$ cat src/rtl/swcc_pkg.sv
// ----------------------------------------------------------------------------
// swcc_pkg
// Shared types, constants and helpers for the synced wall clock calendar.
// ----------------------------------------------------------------------------
package swcc_pkg;

  // field widths
  localparam int unsigned WordW   = 32;
  localparam int unsigned DaysW   = 16;
  localparam int unsigned YearW   = 12;
  localparam int unsigned MonthW  = 4;
  localparam int unsigned DayW    = 5;
  localparam int unsigned HourW   = 5;
  localparam int unsigned MinW    = 6;
  localparam int unsigned DszW    = 20;
  localparam int unsigned TodW    = 17;
  localparam int unsigned MsW     = 12;
  localparam int unsigned DivCntW = 5;

  // calendar constants
  localparam logic [TodW-1:0]  SecsPerDay      = 17'd86400;
  localparam logic [MsW-1:0]   SecsPerHour     = 12'd3600;
  localparam logic [MinW-1:0]  SecsPerMin      = 6'd60;
  localparam logic [DszW-1:0]  DaysToUnixEpoch = 20'd719528;
  localparam logic [YearW-1:0] FirstYear       = 12'd1970;
  localparam logic [6:0]       FirstYearMod100 = 7'd70;
  localparam logic [8:0]       FirstYearMod400 = 9'd370;
  localparam logic [8:0]       DaysLeapYear    = 9'd366;
  localparam logic [8:0]       DaysCommonYear  = 9'd365;
  localparam logic [WordW-1:0] FreqReset       = 32'd1000;
  localparam logic [DivCntW-1:0] DivLastStep   = 5'd31;

  // reciprocals for exact division once the power-of-two factor is shifted off
  // t >> 7 by 675, scaled by 2^35
  localparam logic [25:0]      DayRecip        = 26'd50903317;
  // tod >> 4 by 225, scaled by 2^21
  localparam logic [13:0]      HourRecip       = 14'd9321;
  // seconds of the hour >> 2 by 15, scaled by 2^14
  localparam logic [10:0]      MinRecip        = 11'd1093;

  // controller states
  typedef enum logic [3:0] {
    ST_IDLE,
    ST_SEC_START,
    ST_SEC_RUN,
    ST_T_CAP,
    ST_DAY_QUO,
    ST_DAY_REM,
    ST_HOUR_QUO,
    ST_HOUR_REM,
    ST_MIN_QUO,
    ST_MIN_REM,
    ST_YEAR,
    ST_MONTH,
    ST_DONE
  } swcc_state_e;

  // which time split result gets captured
  typedef enum logic [2:0] {
    CAP_NONE,
    CAP_T,
    CAP_DAY_Q,
    CAP_DAY_R,
    CAP_HOUR_Q,
    CAP_HOUR_R,
    CAP_MIN_Q,
    CAP_MIN_R
  } cap_e;

  typedef struct packed {
    logic     load_item;
    logic     div_start;
    logic     div_step;
    cap_e     cap;
    logic     year_step;
    logic     month_step;
    logic     out_load;
  } cmd_t;

  typedef struct packed {
    logic div_last;
    logic year_done;
    logic month_done;
  } sts_t;

  // length of month m (0 = january)
  function automatic logic [DayW-1:0] month_days(input logic [MonthW-1:0] m,
                                                 input logic leap);
    logic [DayW-1:0] len;
    unique case (m)
      4'd1:                             len = leap ? 5'd29 : 5'd28;
      4'd3, 4'd5, 4'd8, 4'd10:          len = 5'd30;
      default:                          len = 5'd31;
    endcase
    return len;
  endfunction

endpackage

$ cat src/rtl/swcc_ifs.sv
// ----------------------------------------------------------------------------
// swcc_ifs
// Valid/ready channel interfaces: item input, result output, configuration.
// ----------------------------------------------------------------------------

// item channel
interface swcc_in_if;
  logic        valid;
  logic        ready;
  logic        func;
  logic [31:0] epoch_seconds;
  logic [31:0] tick_now;

  modport source(output valid, output func, output epoch_seconds, output tick_now,
                 input ready);
  modport sink(input valid, input func, input epoch_seconds, input tick_now,
               output ready);
endinterface

// result channel
interface swcc_out_if;
  logic        valid;
  logic        ready;
  logic        is_synced;
  logic [31:0] unix_seconds;
  logic [11:0] year;
  logic [3:0]  month;
  logic [4:0]  day;
  logic [4:0]  hour;
  logic [5:0]  minute;
  logic [5:0]  second;
  logic [19:0] days_since_year_zero;
  logic [16:0] seconds_of_day;

  modport source(output valid, output is_synced, output unix_seconds, output year,
                 output month, output day, output hour, output minute, output second,
                 output days_since_year_zero, output seconds_of_day, input ready);
  modport sink(input valid, input is_synced, input unix_seconds, input year,
               input month, input day, input hour, input minute, input second,
               input days_since_year_zero, input seconds_of_day, output ready);
endinterface

// tick frequency write channel
interface swcc_cfg_if;
  logic        valid;
  logic        ready;
  logic [31:0] data;

  modport source(output valid, output data, input ready);
  modport sink(input valid, input data, output ready);
endinterface

$ cat src/rtl/swcc_datapath.sv
// ----------------------------------------------------------------------------
// swcc_datapath
// Sync state, radix-2 divider for elapsed ticks, reciprocal time split,
// year and month walkers, result register.
// ----------------------------------------------------------------------------
module swcc_datapath (
  input  logic                clk_i,
  input  logic                rst_ni,
  swcc_in_if.sink             in_i,
  swcc_cfg_if.sink            cfg_i,
  swcc_out_if.source          out_o,
  input  swcc_pkg::cmd_t      cmd_i,
  output swcc_pkg::sts_t      sts_o
);

  // sync state and configuration
  logic [31:0] freq_q;
  logic [31:0] epoch_q;
  logic [31:0] tick_sync_q;
  logic        synced_q;
  logic [31:0] tick_now_q;

  // divider
  logic [31:0] rem_q, rem_d;
  logic [31:0] quo_q, quo_d;
  logic [31:0] dvsr_q, dvsr_d;
  logic [swcc_pkg::DivCntW-1:0] cnt_q, cnt_d;
  logic [32:0] shifted;
  logic [32:0] diff;
  logic        ge;
  logic [31:0] dividend;

  // time split by constant reciprocals
  logic [50:0]                 day_prod;
  logic [31:0]                 day_back;
  logic [31:0]                 day_rem;
  logic [25:0]                 hour_prod;
  logic [swcc_pkg::TodW-1:0]   hour_back;
  logic [swcc_pkg::TodW-1:0]   hour_rem;
  logic [19:0]                 min_prod;
  logic [swcc_pkg::MsW-1:0]    min_back;
  logic [swcc_pkg::MsW-1:0]    min_rem;

  // calendar working registers
  logic [31:0] t_q;
  logic [swcc_pkg::DaysW-1:0]  days_q;
  logic [swcc_pkg::DszW-1:0]   dsyz_q;
  logic [swcc_pkg::TodW-1:0]   tod_q;
  logic [swcc_pkg::HourW-1:0]  hour_q;
  logic [swcc_pkg::MsW-1:0]    msr_q;
  logic [swcc_pkg::MinW-1:0]   min_q;
  logic [swcc_pkg::MinW-1:0]   sec_q;
  logic [swcc_pkg::YearW-1:0]  year_q;
  logic [6:0]                  mod100_q;
  logic [8:0]                  mod400_q;
  logic [swcc_pkg::MonthW-1:0] mon_q;
  logic                        leap;
  logic [8:0]                  year_len;
  logic [swcc_pkg::DayW-1:0]   mon_len;
  logic                        t_zero;

  assign cfg_i.ready = 1'b1;

  // configuration register and sync state
  always_ff @(posedge clk_i or negedge rst_ni) begin
    if (!rst_ni) begin
      freq_q      <= swcc_pkg::FreqReset;
      epoch_q     <= '0;
      tick_sync_q <= '0;
      synced_q    <= 1'b0;
    end else begin
      if (cfg_i.valid) begin
        freq_q <= cfg_i.data;
      end
      if (cmd_i.load_item && !in_i.func) begin
        epoch_q     <= in_i.epoch_seconds;
        tick_sync_q <= in_i.tick_now;
        synced_q    <= 1'b1;
      end
    end
  end

  always_ff @(posedge clk_i) begin
    if (cmd_i.load_item) begin
      tick_now_q <= in_i.tick_now;
    end
  end

  // elapsed ticks, wrapping at 32 bits
  assign dividend = tick_now_q - tick_sync_q;

  // one quotient bit per step, restoring
  assign shifted = {rem_q, quo_q[31]};
  assign diff    = shifted - {1'b0, dvsr_q};
  assign ge      = (shifted >= {1'b0, dvsr_q});

  always_comb begin
    rem_d  = rem_q;
    quo_d  = quo_q;
    dvsr_d = dvsr_q;
    cnt_d  = cnt_q;
    if (cmd_i.div_start) begin
      rem_d  = '0;
      quo_d  = dividend;
      dvsr_d = freq_q;
      cnt_d  = '0;
    end else if (cmd_i.div_step) begin
      rem_d = ge ? diff[31:0] : shifted[31:0];
      quo_d = {quo_q[30:0], ge};
      cnt_d = cnt_q + 1'b1;
    end
  end

  always_ff @(posedge clk_i or negedge rst_ni) begin
    if (!rst_ni) begin
      cnt_q <= '0;
    end else begin
      cnt_q <= cnt_d;
    end
  end

  always_ff @(posedge clk_i) begin
    rem_q  <= rem_d;
    quo_q  <= quo_d;
    dvsr_q <= dvsr_d;
  end

  // quotients by reciprocal multiply, remainders by multiply back and subtract
  assign day_prod  = {26'd0, t_q[31:7]} * {25'd0, swcc_pkg::DayRecip};
  assign day_back  = {16'd0, days_q} * {15'd0, swcc_pkg::SecsPerDay};
  assign day_rem   = t_q - day_back;
  assign hour_prod = {13'd0, tod_q[16:4]} * {12'd0, swcc_pkg::HourRecip};
  assign hour_back = {12'd0, hour_q} * {5'd0, swcc_pkg::SecsPerHour};
  assign hour_rem  = tod_q - hour_back;
  assign min_prod  = {10'd0, msr_q[11:2]} * {9'd0, swcc_pkg::MinRecip};
  assign min_back  = {6'd0, min_q} * {6'd0, swcc_pkg::SecsPerMin};
  assign min_rem   = msr_q - min_back;

  // leap rule from running year residues
  assign leap     = ((year_q[1:0] == 2'd0) && (mod100_q != 7'd0)) || (mod400_q == 9'd0);
  assign year_len = leap ? swcc_pkg::DaysLeapYear : swcc_pkg::DaysCommonYear;
  assign mon_len  = swcc_pkg::month_days(mon_q, leap);

  // captures and calendar walk
  always_ff @(posedge clk_i) begin
    case (cmd_i.cap)
      swcc_pkg::CAP_T: begin
        if (!synced_q) begin
          t_q <= '0;
        end else if (freq_q == '0) begin
          t_q <= epoch_q;
        end else begin
          t_q <= epoch_q + quo_q;
        end
      end
      swcc_pkg::CAP_DAY_Q: begin
        days_q <= day_prod[50:35];
      end
      swcc_pkg::CAP_DAY_R: begin
        tod_q    <= day_rem[swcc_pkg::TodW-1:0];
        dsyz_q   <= swcc_pkg::DszW'(days_q) + swcc_pkg::DaysToUnixEpoch;
        year_q   <= swcc_pkg::FirstYear;
        mod100_q <= swcc_pkg::FirstYearMod100;
        mod400_q <= swcc_pkg::FirstYearMod400;
        mon_q    <= '0;
      end
      swcc_pkg::CAP_HOUR_Q: begin
        hour_q <= hour_prod[25:21];
      end
      swcc_pkg::CAP_HOUR_R: begin
        msr_q <= hour_rem[swcc_pkg::MsW-1:0];
      end
      swcc_pkg::CAP_MIN_Q: begin
        min_q <= min_prod[19:14];
      end
      swcc_pkg::CAP_MIN_R: begin
        sec_q <= min_rem[swcc_pkg::MinW-1:0];
      end
      default: begin
      end
    endcase

    if (cmd_i.year_step) begin
      days_q   <= days_q - swcc_pkg::DaysW'(year_len);
      year_q   <= year_q + 1'b1;
      mod100_q <= (mod100_q == 7'd99) ? 7'd0 : mod100_q + 1'b1;
      mod400_q <= (mod400_q == 9'd399) ? 9'd0 : mod400_q + 1'b1;
    end

    if (cmd_i.month_step) begin
      days_q <= days_q - swcc_pkg::DaysW'(mon_len);
      mon_q  <= mon_q + 1'b1;
    end
  end

  // status back to the controller
  assign sts_o.div_last   = (cnt_q == swcc_pkg::DivLastStep);
  assign sts_o.year_done  = (days_q < swcc_pkg::DaysW'(year_len));
  assign sts_o.month_done = (days_q < swcc_pkg::DaysW'(mon_len));

  // result register, calendar fields forced to zero for time zero
  assign t_zero = (t_q == '0);

  always_ff @(posedge clk_i) begin
    if (cmd_i.out_load) begin
      out_o.is_synced            <= synced_q;
      out_o.unix_seconds         <= t_q;
      out_o.year                 <= t_zero ? '0 : year_q;
      out_o.month                <= t_zero ? '0 : mon_q + 1'b1;
      out_o.day                  <= t_zero ? '0 : days_q[swcc_pkg::DayW-1:0] + 1'b1;
      out_o.hour                 <= t_zero ? '0 : hour_q;
      out_o.minute               <= t_zero ? '0 : min_q;
      out_o.second               <= t_zero ? '0 : sec_q;
      out_o.days_since_year_zero <= t_zero ? '0 : dsyz_q;
      out_o.seconds_of_day       <= t_zero ? '0 : tod_q;
    end
  end

endmodule

$ cat src/rtl/swcc_ctrl.sv
// ----------------------------------------------------------------------------
// swcc_ctrl
// Sequencer for the divide, the time split, the year and month passes and
// the output handshake.
// ----------------------------------------------------------------------------
module swcc_ctrl (
  input  logic                clk_i,
  input  logic                rst_ni,
  swcc_in_if.sink             in_i,
  swcc_out_if.source          out_o,
  output swcc_pkg::cmd_t      cmd_o,
  input  swcc_pkg::sts_t      sts_i
);

  swcc_pkg::swcc_state_e state_q, state_d;
  logic out_valid_q, out_valid_d;

  // state and result-valid registers
  always_ff @(posedge clk_i or negedge rst_ni) begin
    if (!rst_ni) begin
      state_q     <= swcc_pkg::ST_IDLE;
      out_valid_q <= 1'b0;
    end else begin
      state_q     <= state_d;
      out_valid_q <= out_valid_d;
    end
  end

  assign in_i.ready  = (state_q == swcc_pkg::ST_IDLE);
  assign out_o.valid = out_valid_q;

  // next state and commands
  always_comb begin
    state_d = state_q;
    cmd_o   = '{
      load_item:  1'b0,
      div_start:  1'b0,
      div_step:   1'b0,
      cap:        swcc_pkg::CAP_NONE,
      year_step:  1'b0,
      month_step: 1'b0,
      out_load:   1'b0
    };

    unique case (state_q)
      swcc_pkg::ST_IDLE: begin
        if (in_i.valid) begin
          cmd_o.load_item = 1'b1;
          state_d         = swcc_pkg::ST_SEC_START;
        end
      end
      swcc_pkg::ST_SEC_START: begin
        cmd_o.div_start = 1'b1;
        state_d         = swcc_pkg::ST_SEC_RUN;
      end
      swcc_pkg::ST_SEC_RUN: begin
        cmd_o.div_step = 1'b1;
        if (sts_i.div_last) begin
          state_d = swcc_pkg::ST_T_CAP;
        end
      end
      swcc_pkg::ST_T_CAP: begin
        cmd_o.cap = swcc_pkg::CAP_T;
        state_d   = swcc_pkg::ST_DAY_QUO;
      end
      swcc_pkg::ST_DAY_QUO: begin
        cmd_o.cap = swcc_pkg::CAP_DAY_Q;
        state_d   = swcc_pkg::ST_DAY_REM;
      end
      swcc_pkg::ST_DAY_REM: begin
        cmd_o.cap = swcc_pkg::CAP_DAY_R;
        state_d   = swcc_pkg::ST_HOUR_QUO;
      end
      swcc_pkg::ST_HOUR_QUO: begin
        cmd_o.cap = swcc_pkg::CAP_HOUR_Q;
        state_d   = swcc_pkg::ST_HOUR_REM;
      end
      swcc_pkg::ST_HOUR_REM: begin
        cmd_o.cap = swcc_pkg::CAP_HOUR_R;
        state_d   = swcc_pkg::ST_MIN_QUO;
      end
      swcc_pkg::ST_MIN_QUO: begin
        cmd_o.cap = swcc_pkg::CAP_MIN_Q;
        state_d   = swcc_pkg::ST_MIN_REM;
      end
      swcc_pkg::ST_MIN_REM: begin
        cmd_o.cap = swcc_pkg::CAP_MIN_R;
        state_d   = swcc_pkg::ST_YEAR;
      end
      swcc_pkg::ST_YEAR: begin
        if (sts_i.year_done) begin
          state_d = swcc_pkg::ST_MONTH;
        end else begin
          cmd_o.year_step = 1'b1;
        end
      end
      swcc_pkg::ST_MONTH: begin
        if (sts_i.month_done) begin
          state_d = swcc_pkg::ST_DONE;
        end else begin
          cmd_o.month_step = 1'b1;
        end
      end
      swcc_pkg::ST_DONE: begin
        if (!out_valid_q || out_o.ready) begin
          cmd_o.out_load = 1'b1;
          state_d        = swcc_pkg::ST_IDLE;
        end
      end
      default: begin
        state_d = swcc_pkg::ST_IDLE;
      end
    endcase
  end

  // result beat held until the sink takes it
  always_comb begin
    out_valid_d = out_valid_q;
    if (cmd_o.out_load) begin
      out_valid_d = 1'b1;
    end else if (out_o.ready) begin
      out_valid_d = 1'b0;
    end
  end

endmodule

$ cat src/rtl/synced_wall_clock_calendar_core.sv
// ----------------------------------------------------------------------------
// synced_wall_clock_calendar_core
// Wall clock set by time sync beats, reporting Unix time and calendar fields.
// ----------------------------------------------------------------------------
// Usage:
//   in_i  : item beats. func 0 syncs the clock to epoch_seconds at tick_now,
//           func 1 queries the time at tick_now. Every beat gives one result.
//   cfg_i : writes the tick frequency (ticks per second, reset 1000); write
//           only while no item is in flight. Always ready.
//   out_o : result beats with the Unix time and its Gregorian breakdown.
// Sequencing:
//   one item at a time; the core is ready for the next item the cycle
//   after the result is loaded into the output register. A 32-step
//   one-bit-per-cycle divide of elapsed ticks by the frequency comes first,
//   then the day, hour and minute quotient and remainder states split the
//   time by reciprocal multiplies into days, hours, minutes and seconds;
//   the year walker takes one step per whole year since 1970 and the month
//   walker one step per month before the result's month, one step per cycle.
// Reset:
//   unsynced, frequency 1000, no result pending; ready to accept at once.
// Stall:
//   a finished result sits in the output register while the next item is
//   accepted; that item's result waits until the held beat is taken.
// ----------------------------------------------------------------------------
module synced_wall_clock_calendar_core (
  input  logic       clk_i,
  input  logic       rst_ni,
  swcc_in_if.sink    in_i,
  swcc_cfg_if.sink   cfg_i,
  swcc_out_if.source out_o
);

  swcc_pkg::cmd_t cmd;
  swcc_pkg::sts_t sts;

  // sequencer
  swcc_ctrl u_ctrl (
    .clk_i  (clk_i),
    .rst_ni (rst_ni),
    .in_i   (in_i),
    .out_o  (out_o),
    .cmd_o  (cmd),
    .sts_i  (sts)
  );

  // arithmetic and storage
  swcc_datapath u_datapath (
    .clk_i  (clk_i),
    .rst_ni (rst_ni),
    .in_i   (in_i),
    .cfg_i  (cfg_i),
    .out_o  (out_o),
    .cmd_i  (cmd),
    .sts_o  (sts)
  );

endmodule

$ cat src/flat_wrapper.sv
// flat-port wrapper written by rule: the top's interface ports become plain ports
module synced_wall_clock_calendar_core_flat 
  (clk_i, rst_ni, in_i_valid, in_i_func, in_i_epoch_seconds, in_i_tick_now, in_i_ready, cfg_i_valid, cfg_i_data, cfg_i_ready, out_o_valid, out_o_is_synced, out_o_unix_seconds, out_o_year, out_o_month, out_o_day, out_o_hour, out_o_minute, out_o_second, out_o_days_since_year_zero, out_o_seconds_of_day, out_o_ready);
  swcc_in_if in_i_i ();
  swcc_cfg_if cfg_i_i ();
  swcc_out_if out_o_i ();
  input  logic clk_i;
  input  logic rst_ni;
  input wire logic [$bits(in_i_i.valid)-1:0] in_i_valid;
  input wire logic [$bits(in_i_i.func)-1:0] in_i_func;
  input wire logic [$bits(in_i_i.epoch_seconds)-1:0] in_i_epoch_seconds;
  input wire logic [$bits(in_i_i.tick_now)-1:0] in_i_tick_now;
  output wire logic [$bits(in_i_i.ready)-1:0] in_i_ready;
  input wire logic [$bits(cfg_i_i.valid)-1:0] cfg_i_valid;
  input wire logic [$bits(cfg_i_i.data)-1:0] cfg_i_data;
  output wire logic [$bits(cfg_i_i.ready)-1:0] cfg_i_ready;
  output wire logic [$bits(out_o_i.valid)-1:0] out_o_valid;
  output wire logic [$bits(out_o_i.is_synced)-1:0] out_o_is_synced;
  output wire logic [$bits(out_o_i.unix_seconds)-1:0] out_o_unix_seconds;
  output wire logic [$bits(out_o_i.year)-1:0] out_o_year;
  output wire logic [$bits(out_o_i.month)-1:0] out_o_month;
  output wire logic [$bits(out_o_i.day)-1:0] out_o_day;
  output wire logic [$bits(out_o_i.hour)-1:0] out_o_hour;
  output wire logic [$bits(out_o_i.minute)-1:0] out_o_minute;
  output wire logic [$bits(out_o_i.second)-1:0] out_o_second;
  output wire logic [$bits(out_o_i.days_since_year_zero)-1:0] out_o_days_since_year_zero;
  output wire logic [$bits(out_o_i.seconds_of_day)-1:0] out_o_seconds_of_day;
  input wire logic [$bits(out_o_i.ready)-1:0] out_o_ready;
  assign in_i_i.valid = in_i_valid;
  assign in_i_i.func = in_i_func;
  assign in_i_i.epoch_seconds = in_i_epoch_seconds;
  assign in_i_i.tick_now = in_i_tick_now;
  assign in_i_ready = in_i_i.ready;
  assign cfg_i_i.valid = cfg_i_valid;
  assign cfg_i_i.data = cfg_i_data;
  assign cfg_i_ready = cfg_i_i.ready;
  assign out_o_valid = out_o_i.valid;
  assign out_o_is_synced = out_o_i.is_synced;
  assign out_o_unix_seconds = out_o_i.unix_seconds;
  assign out_o_year = out_o_i.year;
  assign out_o_month = out_o_i.month;
  assign out_o_day = out_o_i.day;
  assign out_o_hour = out_o_i.hour;
  assign out_o_minute = out_o_i.minute;
  assign out_o_second = out_o_i.second;
  assign out_o_days_since_year_zero = out_o_i.days_since_year_zero;
  assign out_o_seconds_of_day = out_o_i.seconds_of_day;
  assign out_o_i.ready = out_o_ready;
  synced_wall_clock_calendar_core u_core (.clk_i(clk_i), .rst_ni(rst_ni), .in_i(in_i_i), .cfg_i(cfg_i_i), .out_o(out_o_i));
endmodule
$ cat config.mk
export PLATFORM = sky130hd
export DESIGN_NAME = synced_wall_clock_calendar_core_flat
export DESIGN_NICKNAME = d
export VERILOG_FILES = /design/src/rtl/swcc_pkg.sv /design/src/rtl/swcc_ifs.sv /design/src/rtl/swcc_datapath.sv /design/src/rtl/swcc_ctrl.sv /design/src/rtl/synced_wall_clock_calendar_core.sv /design/src/flat_wrapper.sv
export SDC_FILE = /design/constraint.sdc
export NUM_CORES = 2
export LEC_CHECK = 0
export ABC_AREA = 1
export BUFFER_PORTS_ARGS = -buffer_cell sky130_fd_sc_hd__buf_2
export CAP_MARGIN = 5
export CORE_MARGIN = 3
export CORE_UTILIZATION = 50
export DETAILED_ROUTE_END_ITERATION = 16
export HOLD_SLACK_MARGIN = 0.12
export PLACE_DENSITY = 0.67
export SLEW_MARGIN = 20
export SYNTH_ARGS = -nofsm -noshare
export SYNTH_HDL_FRONTEND = slang
export SYNTH_SLANG_ARGS = --single-unit
$ cat constraint.sdc
create_clock -name clk_i -period 9.3 [get_ports clk_i]
set_input_delay 0.465 -clock clk_i [delete_from_list [all_inputs] [get_ports clk_i]]
set_output_delay 0.465 -clock clk_i [all_outputs]
set_load 0.05 [all_outputs]
==> out/metrics.json <==
{
  "detail_route.wirelength_um": 115000,
  "finalSetupTns_ps": 0,
  "timing_worst_setup_path_type": "register to register",
  "sum_of_buffers_and_inverters_on_the_critical_path": 4,
  "synth-warning-count": 0,
  "setup_slack_placement_ps": 3040,
  "timing.critical_path.slowest_cell_delay_ps": 840,
  "antenna_found_initial": 7,
  "grt_pass1_wl_um": 184000,
  "rsz_0062_raised_after_global_routing": "false",
  "placement.io_buffers": 210,
  "global_route_met1_usage_pct": 34.7,
  "worst_hold_path.num_cells": 3,
  "area_growth_pct": 12.4,
  "cts_sinks": 484,
  "critical_path.top_delay_family": "adder cells",
  "root_buf_cell": "clkbuf_16",
  "worst_path_most_repeated_cell": "fa_1",
  "fmaxAchievable_mhz": 159,
  "final_common_cell": "inv_1",
  "placement.cell_area_um2": 44600,
  "layout-drive-gt1-share_pct": 7.71,
  "r2r_slack_ps": 3030,
  "grtUsageMet2_pct": 44.3,
  "gr-max-usage-layer": "met2",
  "first_global_vias": 33900,
  "cts_tree": "yes",
  "finish.net_count": 6242,
  "max_slew.worst_pin.slew_ps": 1080,
  "yosysSeqAreaShare_pct": 32.3,
  "max_cap_violations": 0,
  "clkLatencyLatePin_ps": 640,
  "setup_viol_count_final": 0,
  "gp_routability_congestion": 0.994,
  "postLayoutSetupSlackWorst_ps": 3030,
  "cp-start-kind": "register",
  "grt_overflow_total": 0,
  "setup.worst_path.end_class": "register",
  "place.detailed.hpwl_um": 92200,
  "drtIter0Drc": 2113,
  "cts_buffers": 57,
  "synthesis.instances": 5023,
  "timing.hold.worst.start": "in_i_valid",
  "row_count": 106,
  "fp.dieH_um": 297,
  "synth-edff-count": 345,
  "syn-num-nets": 5934,
  "clk_transition_reported_paths_ps": 70,
  "die_area_um2": 88200,
  "htree_num_levels": 2,
  "synth.ff_latch_count": 484,
  "r2r.worst_path.cells": 21,
  "report.final.slew_viol_count": 0,
  "worstPathArrival_ps": 6670,
  "route.detailed.vias_per_inst": 5.16,
  "grt_usage_pct": 26.0,
  "timing.hold.worst.class": "input port to register",
  "critPathRequiredTime_ps": 9700,
  "ios": 213,
  "rr_startpoint": "u_core.u_datapath.t_q[16]",
  "crit_path_top_delay_cell": "edfxtp_1",
  "finalInstanceArea_um2": 47600,
  "drt_pass1_iterations": 6,
  "syn_area_um2": 42300,
  "finalCritPeriodShare_pct": 67.4,
  "cell_by_cell_listing_of_the_critical_path": "ha_1, inv_1, fa_1, fa_1, inv_1, fa_1, inv_1, fa_1, fa_1, fa_1, inv_1, ha_1, nand2_1, nor2_1, nand2_1, nor3_1, nand4_1, nand3_1, nand2_1, nand3_1, a21oi_1",
  "die_width_um": 297,
  "dominantRegCellSynth": "edfxtp_1",
  "drt.antenna.violating_nets": 0,
  "status": "complete, no violations",
  "reg2reg_to": "u_core.u_datapath.days_q[4]",
  "num_vias": 33600,
  "layout_common_cells": "inv_1, nand2_1, ha_1",
  "grt_start_max_net_pins": 85,
  "design.core.area_um2": 83800,
  "drc_violations": 0,
  "floorplan.initialDensity_pct": 50.5,
  "hold_viol_final": 0,
  "finalClockSkew_ps": 58.4,
  "synth.avg_cell_area_um2": 8.43,
  "antennaDiodeCount": 0,
  "post_cts_resize_count": 0,
  "max_slew_margin_pct": 27.7,
  "use_met3_pct": 3.85,
  "drt-wirelength-per-cell_um": 17.6,
  "timing.hold.worst_endpoint": "u_core.u_ctrl.state_q[1]",
  "cp_max_fo": 15,
  "async_flop_share_pct": 22.1,
  "cts_max_path_buffers": 3,
  "number_of_buffers_inserted_by_post_cts_setup_repair": 0,
  "final_period_minus_worst_setup_slack_ps": 6270,
  "synth.lib_cells_used.distinct": 58
}
-- worst reg2reg max path: stages (launching register included) --
cell,delay [ps]
edfxtp_1,840
ha_1,330
inv_1,70
fa_1,460
fa_1,530
inv_1,60
fa_1,500
inv_1,50
fa_1,460
fa_1,510
fa_1,630
inv_1,70
ha_1,310
nand2_1,100
nor2_1,240
nand2_1,140
nor3_1,250
nand4_1,180
nand3_1,130
nand2_1,50
nand3_1,80
a21oi_1,70
-- metal layers --
layer  vias to the layer above  routed length [µm]
met2                       816               54000
met4                         8                3290
met5                         -                  36
li1                      16700                   -
met1                     16000               51200
met3                       178                6200
-- what timing repair did --
item	4_1_cts	5_1_grt
hold buffers	97	0
setup endpoints to repair	0	0
endpoints found under the hold margin	186	0
-- worst max path at each step --
stage / startpoint / endpoint / cells past startpoint
after floorplan: u_core.u_ctrl.state_q[1] / u_core.u_datapath.out_o.day[0] / 5
after global placement: u_core.u_datapath.t_q[12] / u_core.u_datapath.days_q[11] / 24
after detailed placement: u_core.u_datapath.t_q[16] / u_core.u_datapath.days_q[4] / 21
after CTS: u_core.u_datapath.t_q[16] / u_core.u_datapath.days_q[4] / 21
after global routing: u_core.u_datapath.t_q[16] / u_core.u_datapath.days_q[4] / 21
final: u_core.u_datapath.t_q[16] / u_core.u_datapath.days_q[4] / 21
-- cells in the mapped netlist, types with 51 or more instances --
cell,count,area share [%]
nand4_1,58,0.86
nand3_1,197,2.3
nand2_1,963,8.5
dfrtp_1,101,6.0
xor2_1,85,1.8
nor3_1,51,0.60
nor2_1,462,4.1
fa_1,231,11
edfxtp_1,345,24
o21ai_0,181,2.1
a21oi_1,294,3.5
inv_1,1070,9.5
ha_1,578,17
-- through the flow --
stage	instances	hold slack (ps)	utilization, %
finish	6514	163	56.8
detailed placement	6309	408	53.2
global placement	6309	406	53.2
floorplan	5023	169	-
CTS	6514	127	56.8
global route	6514	156	56.8
-- layout make-up --
| cell class | count | area, µm² |
|---|---|---|
| timing repair buffer | 326 | 2170 |
| inverter | 1077 | 4050 |
| multi-input combinational | 3385 | 24300 |
| fill | 7825 | 36200 |
| clock buffer | 69 | 1570 |
| clock inverter | 39 | 444 |
| sequential | 484 | 13700 |
| tap | 1134 | 1420 |
-- cells by family after synthesis --
logic type / after synthesis / synth area share, %
multiplexers: 33 / 0.878
AO/OA/AOI/OAI: 578 / 7.37
other: 2 / 0.0177
flip-flops: 484 / 32.3
buffers and inverters: 1154 / 10.5
XOR/XNOR: 132 / 2.73
adder cells (fa/ha/maj): 809 / 28.0
AND/OR/NAND/NOR: 1831 / 18.2
-- state kept, by name, indices dropped and copies added (netlist names), 6 cells and up --
register                                      count
u_core.u_datapath.quo_q                          32
u_core.u_datapath.out_o.seconds_of_day           17
u_core.u_datapath.days_q                         16
u_core.u_datapath.out_o.year                     12
u_core.u_datapath.out_o.second                    6
u_core.u_datapath.epoch_q                        32
u_core.u_datapath.dvsr_q                         32
u_core.u_datapath.mod400_q                        9
u_core.u_datapath.out_o.unix_seconds             32
u_core.u_datapath.out_o.minute                    6
u_core.u_datapath.tod_q                          17
u_core.u_datapath.out_o.days_since_year_zero     18
u_core.u_datapath.tick_sync_q                    32
u_core.u_datapath.dsyz_q                         17
u_core.u_datapath.msr_q                          12
u_core.u_datapath.rem_q                          32
u_core.u_datapath.tick_now_q                     32
u_core.u_datapath.t_q                            32
u_core.u_datapath.year_q                         12
u_core.u_datapath.min_q                           6
u_core.u_datapath.freq_q                         32
u_core.u_datapath.sec_q                           6
u_core.u_datapath.mod100_q                        7
Power is not shown: default switching activity piles up to over one toggle a cycle in this logic, so the estimate is an artifact.
